--- src/design/assert_macros.svh ---
// ----------------------------------------------------------------------------
// Assertion macros
// Concurrent assertion wrappers clocked on clock; empty under synthesis.
// ----------------------------------------------------------------------------
`ifndef ASSERT_MACROS_SVH
`define ASSERT_MACROS_SVH
`ifndef SYNTHESIS
`define CFA_ASSERT(label, prop) \
   label: assert property (@(posedge clock) disable iff (reset) prop) \
      else $error("assertion failed");
`define CFA_ASSERT_ALWAYS(label, prop) \
   label: assert property (@(posedge clock) prop) else $error("assertion failed");
`else
`define CFA_ASSERT(label, prop)
`define CFA_ASSERT_ALWAYS(label, prop)
`endif
`endif

--- src/design/cfa_pkg.sv ---
// ----------------------------------------------------------------------------
// cfa_pkg
// Shared types and codes of the contiguous fit allocator.
// ----------------------------------------------------------------------------
`default_nettype none
package cfa_pkg;
   localparam int LEN_W = 21;
   localparam int PID_W = 8;
   localparam int ACT_W = 2;
   localparam int FIT_W = 2;
   localparam int ST_W  = 2;
   localparam int TSZ_W = 21;

   localparam logic [TSZ_W-1:0] TOTAL_RESET = 21'd1048576;

   typedef logic [ST_W-1:0] status_type;
   localparam status_type ST_OK         = 2'd0;
   localparam status_type ST_TABLE_FULL = 2'd1;
   localparam status_type ST_NO_SPACE   = 2'd2;
   localparam status_type ST_NOT_FOUND  = 2'd3;

   localparam logic [ACT_W-1:0] ACT_REQUEST = 2'd0;
   localparam logic [ACT_W-1:0] ACT_RELEASE = 2'd1;
   localparam logic [ACT_W-1:0] ACT_COMPACT = 2'd2;

   localparam logic [FIT_W-1:0] FIT_FIRST = 2'd0;
   localparam logic [FIT_W-1:0] FIT_BEST  = 2'd1;
   localparam logic [FIT_W-1:0] FIT_WORST = 2'd2;

   typedef enum logic [4:0] {
      DP_NOP,
      DP_START,
      DP_SCAN_RD,
      DP_SCAN_EV,
      DP_TAIL_EV,
      DP_INS_INIT,
      DP_INS_RD,
      DP_INS_WR,
      DP_PLACE,
      DP_REL_RD,
      DP_REL_EV,
      DP_SHF_RD,
      DP_SHF_WR,
      DP_REL_DONE,
      DP_CMP_RD,
      DP_CMP_WR,
      DP_FINISH
   } dp_op_type;

   typedef struct packed {
      dp_op_type  op;
      status_type status;
   } dp_cmd_type;

   typedef struct packed {
      logic [ACT_W-1:0] action;
      logic             table_full;
      logic             no_work;
      logic             rule_first;
      logic             at_end;
      logic             take;
      logic             found;
      logic             at_slot;
      logic             match;
      logic             shift_end;
   } dp_sts_type;
endpackage
`default_nettype wire

--- src/design/cfa_datapath.sv ---
// ----------------------------------------------------------------------------
// cfa_datapath
// Region table memories, hole search, table shifting and result register.
// ----------------------------------------------------------------------------
`default_nettype none
`include "assert_macros.svh"
module cfa_datapath
   import cfa_pkg::*;
#(
   parameter int MAX_REGIONS = 64,
   parameter int ADDR_BITS   = 20
) (
   input  wire logic                               clock,
   input  wire logic                               reset,
   input  wire dp_cmd_type                         cmd,
   output dp_sts_type                              sts,
   input  wire logic [ACT_W-1:0]                   req_action,
   input  wire logic [PID_W-1:0]                   req_process_id,
   input  wire logic [LEN_W-1:0]                   req_request_size,
   input  wire logic [FIT_W-1:0]                   req_fit_strategy,
   input  wire logic                               csr_write_enable,
   input  wire logic [TSZ_W-1:0]                   csr_write_data,
   output logic                                    rsp_valid,
   output logic [ST_W-1:0]                         rsp_status,
   output logic [ADDR_BITS-1:0]                    rsp_start_address,
   output logic [$clog2(MAX_REGIONS+1)-1:0]        rsp_regions_in_use
);
   localparam int CW = $clog2(MAX_REGIONS + 1);
   localparam int IW = $clog2(MAX_REGIONS);
   localparam int SW = ((ADDR_BITS > LEN_W) ? ADDR_BITS : LEN_W) + 1;

   logic [ADDR_BITS-1:0] start_mem_ff [MAX_REGIONS];
   logic [LEN_W-1:0]     len_mem_ff   [MAX_REGIONS];
   logic [PID_W-1:0]     owner_mem_ff [MAX_REGIONS];
   logic [ADDR_BITS-1:0] rd_start_ff;
   logic [LEN_W-1:0]     rd_len_ff;
   logic [PID_W-1:0]     rd_owner_ff;

   logic [ACT_W-1:0]     action_ff, action_in;
   logic [PID_W-1:0]     owner_ff, owner_in;
   logic [LEN_W-1:0]     want_ff, want_in;
   logic [FIT_W-1:0]     rule_ff, rule_in;
   logic [CW-1:0]        idx_ff, idx_in;
   logic [CW-1:0]        count_ff, count_in;
   logic [SW-1:0]        cursor_ff, cursor_in;
   logic                 found_ff, found_in;
   logic [SW-1:0]        chosen_size_ff, chosen_size_in;
   logic [ADDR_BITS-1:0] best_addr_ff, best_addr_in;
   logic [CW-1:0]        best_slot_ff, best_slot_in;
   logic [TSZ_W-1:0]     total_ff, total_in;
   logic                 rsp_valid_ff, rsp_valid_in;
   logic [ST_W-1:0]      rsp_status_ff, rsp_status_in;
   logic [ADDR_BITS-1:0] rsp_addr_ff, rsp_addr_in;
   logic [CW-1:0]        rsp_count_ff, rsp_count_in;

   logic [CW-1:0]        idx_inc;
   logic [CW-1:0]        idx_dec;
   logic [IW-1:0]        rd_addr;
   logic [IW-1:0]        wr_addr;
   logic                 we_start;
   logic                 we_rest;
   logic [ADDR_BITS-1:0] wd_start;
   logic [LEN_W-1:0]     wd_len;
   logic [PID_W-1:0]     wd_owner;
   logic [SW-1:0]        cap;
   logic [SW-1:0]        tot;
   logic [SW-1:0]        limit;
   logic [SW-1:0]        gap_end;
   logic [SW-1:0]        hole;
   logic [SW-1:0]        stop;
   logic                 fits;
   logic                 take;

   assign idx_inc = idx_ff + CW'(1);
   assign idx_dec = idx_ff - CW'(1);
   assign wr_addr = idx_ff[IW-1:0];

   always_comb begin
      case (cmd.op)
         DP_INS_RD: rd_addr = idx_dec[IW-1:0];
         DP_SHF_RD: rd_addr = idx_inc[IW-1:0];
         default:   rd_addr = idx_ff[IW-1:0];
      endcase
   end

   always_comb begin
      we_start = 1'b0;
      we_rest  = 1'b0;
      wd_start = rd_start_ff;
      wd_len   = rd_len_ff;
      wd_owner = rd_owner_ff;
      case (cmd.op)
         DP_INS_WR, DP_SHF_WR: begin
            we_start = 1'b1;
            we_rest  = 1'b1;
         end
         DP_PLACE: begin
            we_start = 1'b1;
            we_rest  = 1'b1;
            wd_start = best_addr_ff;
            wd_len   = want_ff;
            wd_owner = owner_ff;
         end
         DP_CMP_WR: begin
            we_start = 1'b1;
            wd_start = cursor_ff[ADDR_BITS-1:0];
         end
         default: begin
            we_start = 1'b0;
         end
      endcase
   end

   always_ff @(posedge clock) begin
      if (we_start) begin
         start_mem_ff[wr_addr] <= wd_start;
      end
      if (we_rest) begin
         len_mem_ff[wr_addr]   <= wd_len;
         owner_mem_ff[wr_addr] <= wd_owner;
      end
      rd_start_ff <= start_mem_ff[rd_addr];
      rd_len_ff   <= len_mem_ff[rd_addr];
      rd_owner_ff <= owner_mem_ff[rd_addr];
   end

   assign cap     = SW'(1) << ADDR_BITS;
   assign tot     = SW'(total_ff);
   assign limit   = (tot > cap) ? cap : tot;
   assign gap_end = (cmd.op == DP_TAIL_EV) ? limit : SW'(rd_start_ff);
   assign hole    = (gap_end > cursor_ff) ? (gap_end - cursor_ff) : '0;
   assign stop    = SW'(rd_start_ff) + SW'(rd_len_ff);
   assign fits    = hole >= SW'(want_ff);

   always_comb begin
      take = 1'b0;
      if (fits) begin
         if (rule_ff == FIT_FIRST) begin
            take = 1'b1;
         end else if (rule_ff == FIT_BEST) begin
            take = !found_ff || (hole < chosen_size_ff);
         end else if (rule_ff == FIT_WORST) begin
            take = !found_ff || (hole > chosen_size_ff);
         end
      end
   end

   always_comb begin
      action_in      = action_ff;
      owner_in       = owner_ff;
      want_in        = want_ff;
      rule_in        = rule_ff;
      idx_in         = idx_ff;
      count_in       = count_ff;
      cursor_in      = cursor_ff;
      found_in       = found_ff;
      chosen_size_in = chosen_size_ff;
      best_addr_in   = best_addr_ff;
      best_slot_in   = best_slot_ff;
      total_in       = csr_write_enable ? csr_write_data : total_ff;
      rsp_valid_in   = 1'b0;
      rsp_status_in  = rsp_status_ff;
      rsp_addr_in    = rsp_addr_ff;
      rsp_count_in   = rsp_count_ff;
      case (cmd.op)
         DP_START: begin
            action_in      = req_action;
            owner_in       = req_process_id;
            want_in        = req_request_size;
            rule_in        = req_fit_strategy;
            idx_in         = '0;
            cursor_in      = '0;
            found_in       = 1'b0;
            chosen_size_in = '0;
            best_addr_in   = '0;
            best_slot_in   = '0;
         end
         DP_SCAN_EV, DP_TAIL_EV: begin
            if (take) begin
               found_in       = 1'b1;
               chosen_size_in = hole;
               best_addr_in   = cursor_ff[ADDR_BITS-1:0];
               best_slot_in   = idx_ff;
            end
            if (cmd.op == DP_SCAN_EV) begin
               if (stop > cursor_ff) begin
                  cursor_in = stop;
               end
               idx_in = idx_inc;
            end
         end
         DP_INS_INIT: idx_in = count_ff;
         DP_INS_WR:   idx_in = idx_dec;
         DP_PLACE:    count_in = count_ff + CW'(1);
         DP_REL_EV: begin
            if (rd_owner_ff != owner_ff) begin
               idx_in = idx_inc;
            end
         end
         DP_SHF_WR:   idx_in = idx_inc;
         DP_REL_DONE: count_in = count_ff - CW'(1);
         DP_CMP_WR: begin
            cursor_in = cursor_ff + SW'(rd_len_ff);
            idx_in    = idx_inc;
         end
         DP_FINISH: begin
            rsp_valid_in  = 1'b1;
            rsp_status_in = cmd.status;
            rsp_addr_in   = ((action_ff == ACT_REQUEST) && (cmd.status == ST_OK)) ?
                            best_addr_ff : '0;
            rsp_count_in  = count_ff;
         end
         default: begin
            idx_in = idx_ff;
         end
      endcase
   end

   always_ff @(posedge clock) begin
      if (reset) begin
         count_ff     <= '0;
         total_ff     <= TOTAL_RESET;
         rsp_valid_ff <= 1'b0;
      end else begin
         count_ff     <= count_in;
         total_ff     <= total_in;
         rsp_valid_ff <= rsp_valid_in;
      end
      action_ff      <= action_in;
      owner_ff       <= owner_in;
      want_ff        <= want_in;
      rule_ff        <= rule_in;
      idx_ff         <= idx_in;
      cursor_ff      <= cursor_in;
      found_ff       <= found_in;
      chosen_size_ff <= chosen_size_in;
      best_addr_ff   <= best_addr_in;
      best_slot_ff   <= best_slot_in;
      rsp_status_ff  <= rsp_status_in;
      rsp_addr_ff    <= rsp_addr_in;
      rsp_count_ff   <= rsp_count_in;
   end

   always_comb begin
      sts.action     = action_ff;
      sts.table_full = count_ff >= CW'(MAX_REGIONS);
      sts.no_work    = (want_ff == '0) ||
                       ((rule_ff != FIT_FIRST) && (rule_ff != FIT_BEST) &&
                        (rule_ff != FIT_WORST));
      sts.rule_first = rule_ff == FIT_FIRST;
      sts.at_end     = idx_ff == count_ff;
      sts.take       = take;
      sts.found      = found_ff;
      sts.at_slot    = idx_ff == best_slot_ff;
      sts.match      = rd_owner_ff == owner_ff;
      sts.shift_end  = idx_inc >= count_ff;
   end

   assign rsp_valid          = rsp_valid_ff;
   assign rsp_status         = rsp_status_ff;
   assign rsp_start_address  = rsp_addr_ff;
   assign rsp_regions_in_use = rsp_count_ff;

   `CFA_ASSERT(a_count_max, count_ff <= CW'(MAX_REGIONS))
   `CFA_ASSERT(a_rsp_from_finish, rsp_valid_ff |-> $past(cmd.op == DP_FINISH))
   `CFA_ASSERT(a_count_only_on_update, (cmd.op != DP_PLACE && cmd.op != DP_REL_DONE) |=> $stable(count_ff))
endmodule
`default_nettype wire

--- src/design/cfa_control.sv ---
// ----------------------------------------------------------------------------
// cfa_control
// Sequencer that steps the datapath through search, shift and compaction.
// ----------------------------------------------------------------------------
`default_nettype none
`include "assert_macros.svh"
module cfa_control
   import cfa_pkg::*;
(
   input  wire logic       clock,
   input  wire logic       reset,
   input  wire logic       start,
   output logic            busy,
   output dp_cmd_type      cmd,
   input  wire dp_sts_type sts
);
   typedef enum logic [4:0] {
      S_IDLE,
      S_DISPATCH,
      S_SCAN,
      S_SCAN_EV,
      S_INS_INIT,
      S_INS,
      S_INS_WR,
      S_REL,
      S_REL_EV,
      S_SHF,
      S_SHF_WR,
      S_CMP,
      S_CMP_WR,
      S_FINISH
   } state_type;

   state_type  state_ff, state_in;
   status_type status_ff, status_in;
   logic       busy_ff;

   always_comb begin
      state_in   = state_ff;
      status_in  = status_ff;
      cmd.op     = DP_NOP;
      cmd.status = status_ff;
      case (state_ff)
         S_IDLE: begin
            if (start) begin
               cmd.op   = DP_START;
               state_in = S_DISPATCH;
            end
         end
         S_DISPATCH: begin
            status_in = ST_OK;
            state_in  = S_FINISH;
            if (sts.action == ACT_REQUEST) begin
               if (sts.table_full) begin
                  status_in = ST_TABLE_FULL;
               end else if (sts.no_work) begin
                  status_in = ST_NO_SPACE;
               end else begin
                  state_in = S_SCAN;
               end
            end else if (sts.action == ACT_RELEASE) begin
               state_in = S_REL;
            end else if (sts.action == ACT_COMPACT) begin
               state_in = S_CMP;
            end
         end
         S_SCAN: begin
            if (sts.at_end) begin
               cmd.op = DP_TAIL_EV;
               if (sts.take || sts.found) begin
                  state_in = S_INS_INIT;
               end else begin
                  status_in = ST_NO_SPACE;
                  state_in  = S_FINISH;
               end
            end else begin
               cmd.op   = DP_SCAN_RD;
               state_in = S_SCAN_EV;
            end
         end
         S_SCAN_EV: begin
            cmd.op   = DP_SCAN_EV;
            state_in = (sts.take && sts.rule_first) ? S_INS_INIT : S_SCAN;
         end
         S_INS_INIT: begin
            cmd.op   = DP_INS_INIT;
            state_in = S_INS;
         end
         S_INS: begin
            if (sts.at_slot) begin
               cmd.op    = DP_PLACE;
               status_in = ST_OK;
               state_in  = S_FINISH;
            end else begin
               cmd.op   = DP_INS_RD;
               state_in = S_INS_WR;
            end
         end
         S_INS_WR: begin
            cmd.op   = DP_INS_WR;
            state_in = S_INS;
         end
         S_REL: begin
            if (sts.at_end) begin
               status_in = ST_NOT_FOUND;
               state_in  = S_FINISH;
            end else begin
               cmd.op   = DP_REL_RD;
               state_in = S_REL_EV;
            end
         end
         S_REL_EV: begin
            cmd.op   = DP_REL_EV;
            state_in = sts.match ? S_SHF : S_REL;
         end
         S_SHF: begin
            if (sts.shift_end) begin
               cmd.op    = DP_REL_DONE;
               status_in = ST_OK;
               state_in  = S_FINISH;
            end else begin
               cmd.op   = DP_SHF_RD;
               state_in = S_SHF_WR;
            end
         end
         S_SHF_WR: begin
            cmd.op   = DP_SHF_WR;
            state_in = S_SHF;
         end
         S_CMP: begin
            if (sts.at_end) begin
               status_in = ST_OK;
               state_in  = S_FINISH;
            end else begin
               cmd.op   = DP_CMP_RD;
               state_in = S_CMP_WR;
            end
         end
         S_CMP_WR: begin
            cmd.op   = DP_CMP_WR;
            state_in = S_CMP;
         end
         S_FINISH: begin
            cmd.op   = DP_FINISH;
            state_in = S_IDLE;
         end
         default: begin
            state_in = S_IDLE;
         end
      endcase
   end

   always_ff @(posedge clock) begin
      if (reset) begin
         state_ff  <= S_IDLE;
         status_ff <= ST_OK;
         busy_ff   <= 1'b0;
      end else begin
         state_ff  <= state_in;
         status_ff <= status_in;
         busy_ff   <= state_in != S_IDLE;
      end
   end

   assign busy = busy_ff;

   `CFA_ASSERT(a_start_sets_busy, (start && !busy_ff) |=> busy_ff)
   `CFA_ASSERT(a_finish_to_idle, (state_ff == S_FINISH) |=> (state_ff == S_IDLE))
   `CFA_ASSERT_ALWAYS(a_busy_after_reset, reset |=> !busy_ff)
endmodule
`default_nettype wire

--- src/design/contiguous_fit_allocator.sv ---
// ----------------------------------------------------------------------------
// contiguous_fit_allocator
// Region allocator over one linear address space with first, best and
// worst fit placement, release by owner id and compaction.
//
//   Channel   Ports                        Transfer when
//   request   start, busy, req_*           start high and busy low
//   result    rsp_valid, rsp_*             rsp_valid high, one cycle
//   config    csr_write_enable, csr_*      csr_write_enable high
//
// A request scans the region table and then shifts the entries from the
// chosen slot on; a release scans for the owner and shifts the entries
// after it; a compaction walks every entry. The region table has a single
// read port, so each entry passes through a read state and then an
// evaluate or write state. Reset is synchronous and needs no clearing pass.
// The result is shown for one cycle; the receiver cannot stall it.
// ----------------------------------------------------------------------------
`default_nettype none
module contiguous_fit_allocator
   import cfa_pkg::*;
#(
   parameter int MAX_REGIONS = 64,
   parameter int ADDR_BITS   = 20
) (
   input  wire logic                               clock,
   input  wire logic                               reset,
   input  wire logic                               start,
   output logic                                    busy,
   input  wire logic [ACT_W-1:0]                   req_action,
   input  wire logic [PID_W-1:0]                   req_process_id,
   input  wire logic [LEN_W-1:0]                   req_request_size,
   input  wire logic [FIT_W-1:0]                   req_fit_strategy,
   output logic                                    rsp_valid,
   output logic [ST_W-1:0]                         rsp_status,
   output logic [ADDR_BITS-1:0]                    rsp_start_address,
   output logic [$clog2(MAX_REGIONS+1)-1:0]        rsp_regions_in_use,
   input  wire logic                               csr_write_enable,
   input  wire logic [TSZ_W-1:0]                   csr_write_data
);
   dp_cmd_type cmd;
   dp_sts_type sts;

   cfa_control u_control (
      .clock (clock),
      .reset (reset),
      .start (start),
      .busy  (busy),
      .cmd   (cmd),
      .sts   (sts)
   );

   cfa_datapath #(
      .MAX_REGIONS (MAX_REGIONS),
      .ADDR_BITS   (ADDR_BITS)
   ) u_datapath (
      .clock              (clock),
      .reset              (reset),
      .cmd                (cmd),
      .sts                (sts),
      .req_action         (req_action),
      .req_process_id     (req_process_id),
      .req_request_size   (req_request_size),
      .req_fit_strategy   (req_fit_strategy),
      .csr_write_enable   (csr_write_enable),
      .csr_write_data     (csr_write_data),
      .rsp_valid          (rsp_valid),
      .rsp_status         (rsp_status),
      .rsp_start_address  (rsp_start_address),
      .rsp_regions_in_use (rsp_regions_in_use)
   );
endmodule
`default_nettype wire

--- config.mk ---
export PLATFORM = sky130hd
export DESIGN_NAME = contiguous_fit_allocator
export DESIGN_NICKNAME = d
export VERILOG_FILES = /design/src/design/cfa_pkg.sv /design/src/design/cfa_datapath.sv /design/src/design/cfa_control.sv /design/src/design/contiguous_fit_allocator.sv
export VERILOG_INCLUDE_DIRS = /design/src /design/src/design
export SDC_FILE = /design/constraint.sdc
export NUM_CORES = 2
export LEC_CHECK = 0
export BUFFER_PORTS_ARGS = -buffer_cell sky130_fd_sc_hd__buf_2
export CAP_MARGIN = 20
export CORE_MARGIN = 4
export CORE_UTILIZATION = 45
export DETAILED_ROUTE_END_ITERATION = 8
export GPL_TIMING_DRIVEN = 0
export SYNTH_ARGS = -nofsm -noshare
export SYNTH_HDL_FRONTEND = slang
export SYNTH_SLANG_ARGS = --single-unit
--- constraint.sdc ---
create_clock -name clock -period 10.3 [get_ports clock]
set_input_delay 2.575 -clock clock [delete_from_list [all_inputs] [get_ports clock]]
set_output_delay 2.575 -clock clock [all_outputs]
set_load 0.1 [all_outputs]
==> impl_metrics.json <==
{
  "clk_pin_slew_ns": 0.06,
  "status": "completed",
  "synth_edf_count": 3277,
  "grt_pass1_vias": 96200,
  "min_period_ns": 9.85,
  "grt_overflow_total": 0,
  "rows": 206,
  "htree_levels": 5,
  "finalHoldWorstSlack_ns": 0.511,
  "drc_errors": 0,
  "p_per_area_mw_per_mm2": 185,
  "crit_cells": 20,
  "worst_slack_ns": 0.448,
  "reg2reg_depth": 20,
  "finalHoldViolCount": 0,
  "fin_skew_ns": 0.0541,
  "irDropWorstVdd_uv": 157,
  "async_reset_ff_frac": 0,
  "drt_iter0_drc": 14200,
  "grt_setup_unrepaired": "no",
  "firstDrtPassIters": 8,
  "avgRoutedWirePerCell_um": 33.8,
  "report.final.setup_viol": 0,
  "die_h_um": 571,
  "postCtsHoldBufs": 0,
  "cts_root_buffer": "clkbuf_16",
  "critPathLaunchType": "flop",
  "yosys_warnings": 0,
  "netlist_area_mm2": 0.143,
  "finalPower_uw": 30800,
  "drive_gt1_frac": 0.125,
  "io_pins": 89,
  "gp_congestion": 0.955,
  "port_buffers": 87,
  "synth_simple_gate_area_frac": 0.126,
  "path_max_fanout": 10,
  "finish.utilization": 0.528,
  "synth_top_family_by_area": "simple AND/OR/NAND/NOR gates",
  "synthMuxAreaShare": 0.0152,
  "cts_setup_buffers": 0,
  "slew_headroom": 0.151,
  "cp_top_family": "buffers and inverters",
  "syn_avg_cell_area_um2": 13.4,
  "synth_nets": 10900,
  "synth-main-ff-cell": "edfxtp_1",
  "cp_common_cell": "clkbuf_1",
  "critPathArrivalTime_ns": 10.46,
  "crit_buf_inv": 10,
  "yosys.area_share.adder": 0.0132,
  "worst-setup-path-type": "reg -> reg",
  "cts_sinks": 3363,
  "syn_to_final_growth_pct": 16.6,
  "pre_cts_ws_ns": 0.438,
  "clock_path_buffers": 4,
  "ys_types": 93,
  "vias": 101000,
  "grt_pass1_wl_um": 738000,
  "synth_xor_area_frac": 0.00569,
  "crit_path_top_delay_cell": "nor4_1",
  "cts_resized": 0,
  "grt_max_degree": 65,
  "cts_tree": "done",
  "leakagePower_uw": 0.0570,
  "worstHoldStart": "u_control.status_ff[0]",
  "core_mm2": 0.315,
  "required_ns": 10.91,
  "dieWidth_um": 571,
  "clk-insertion-delay-late_ns": 0.97,
  "fmax_mhz": 101,
  "dpl.hpwl_um": 390000,
  "synth_compound_area_frac": 0.110,
  "cap_violations": 0,
  "antenna_found_initial": 50,
  "dieArea_mm2": 0.326,
  "slew_viol_final": 0,
  "finalNetCount": 11600,
  "synth-seq-area-share": 0.701,
  "cp-end-kind": "flop",
  "crit_path_max_incr_delay_ns": 0.97,
  "numCtsBuffers": 354,
  "groute.usage.overall": 0.321,
  "final_antenna_net_count": 0,
  "start_util": 0.453,
  "startpoint": "u_datapath.idx_ff[0]",
  "nFillCells": 26100,
  "worstPathCellList": "buf_6, clkinv_1, clkbuf_1, clkbuf_1, buf_8, clkbuf_1, ha_1, ha_1, a31oi_1, o211a_1, buf_2, a31oi_4, buf_4, buf_4, clkbuf_1, a21boi_0, o311ai_0, nor4_1, nor4_1, nand4_1",
  "worst_slew_pin_slew_ns": 1.26,
  "holdCritPathClass": "reg -> reg",
  "synthCells": 10700,
  "synth-seq-cells": 3363,
  "vias_per_cell": 6.34,
  "hold_path_depth": 0,
  "reg2reg_from": "u_datapath.idx_ff[0]",
  "wl_um": 537000,
  "period_share": 0.957
}
where the power goes:
group / leakage (uW) / switching [uW] / internal [uW]
clock: 0.00562 / 5500 / 7340
sequential: 0.0304 / 115 / 15300
combinational: 0.0210 / 1860 / 657
cells in the mapped netlist, types with 144 or more instances:
master	instances	area, um^2
edfxtp_1	3277	98400
a211oi_1	887	6660
mux2i_1	217	2170
and3_1	895	5600
nor3_1	232	1160
a21boi_0	179	1340
a21oi_1	572	2860
buf_2	198	991
nand2_1	1548	5810
ha_1	144	1800
nor4_1	298	1860
nor2_1	245	920
clkbuf_1	559	2100
nand4_1	167	1040
placed cells by master, fill, tap and decap left out, types with 72 or more instances in the layout:
master     instances
nor3_1           231
mux2i_1          217
clkbuf_16        361
a21boi_0         179
a211oi_1         887
nor2_4            72
nand4_1          167
and3_1           895
buf_12            73
inv_1            110
dfxtp_1           86
nor4_1           230
nand2_1         1519
clkbuf_1         626
nor2_1           116
edfxtp_1        3277
o311ai_1          75
nor4_2            76
buf_2            335
nand3_1          132
a31oi_1          114
o311ai_0         126
ha_1             144
a21oi_1          571
cells by family (layout without fill, tap and decap cells):
kind of cell | count (synthesis) | count (layout)
compound gates | 2262 | 2262
xor+xnor | 88 | 88
fa+ha+maj | 148 | 148
buf+inv | 959 | 2005
flops | 3363 | 3363
mux | 217 | 217
other cells | 1 | 31
simple gates | 3649 | 3649
area by class of cell:
type,count,area [um^2],area share
Multi-Input combinational cell,6365,40200,0.241
Clock inverter,198,1980,0.0119
Tap cell,4160,5200,0.0313
Timing Repair Buffer,398,5300,0.0318
Antenna cell,30,75.1,0.000451
Clock buffer,450,9520,0.0571
Sequential cell,3363,100000,0.601
Buffer,847,3760,0.0226
Inverter,112,420,0.00252
per-layer routing:
metal  wire length, um  track usage  up-vias
li1                  -            -    43100
met4             45300        0.220       20
met5               378            0        -
met2            246000        0.511     6058
met3             52000       0.0643     1445
met1            193000        0.396    50400
flip-flops by register name, indices dropped and copies added, names as in the netlist, 8 cells and up:
name / count
u_datapath.cursor_ff: 22
u_datapath.rd_start_ff: 20
u_datapath.total_ff: 21
u_datapath.rd_len_ff: 21
u_datapath.best_addr_ff: 20
u_datapath.owner_mem_ff: 512
u_datapath.want_ff: 21
u_datapath.chosen_size_ff: 22
u_datapath.start_mem_ff: 1280
u_datapath.rd_owner_ff: 8
u_datapath.len_mem_ff: 1344
u_datapath.rsp_start_address: 20
u_datapath.owner_ff: 8
worst reg2reg max path: cells and delay by family (launching register included):
family	cells	cell delay (ns)
buf+inv	10	4.52
compound gates	5	1.94
simple gates	3	1.79
fa+ha+maj	2	0.81
flops	1	0.44
final timing paths:
path                                endpoint  slack, ns
setup / recovery  u_datapath.rd_start_ff[13]       0.45
hold / removal      u_datapath.rsp_status[0]       0.51
setup reg to reg  u_datapath.rd_start_ff[13]       0.45
hold reg to reg     u_datapath.rsp_status[0]       0.51
through the flow:
stage | cell area [um^2] | instances | setup TNS (ns)
floorplan | 143000 | 10700 | 0
global placement | 148000 | 14900 | -1548.43
detailed placement | 155000 | 15200 | 0
CTS | 166000 | 15900 | 0
global route | 166000 | 15900 | 0
finish | 167000 | 15900 | 0
No activity file was read; power rests on OpenSTA's default activity.
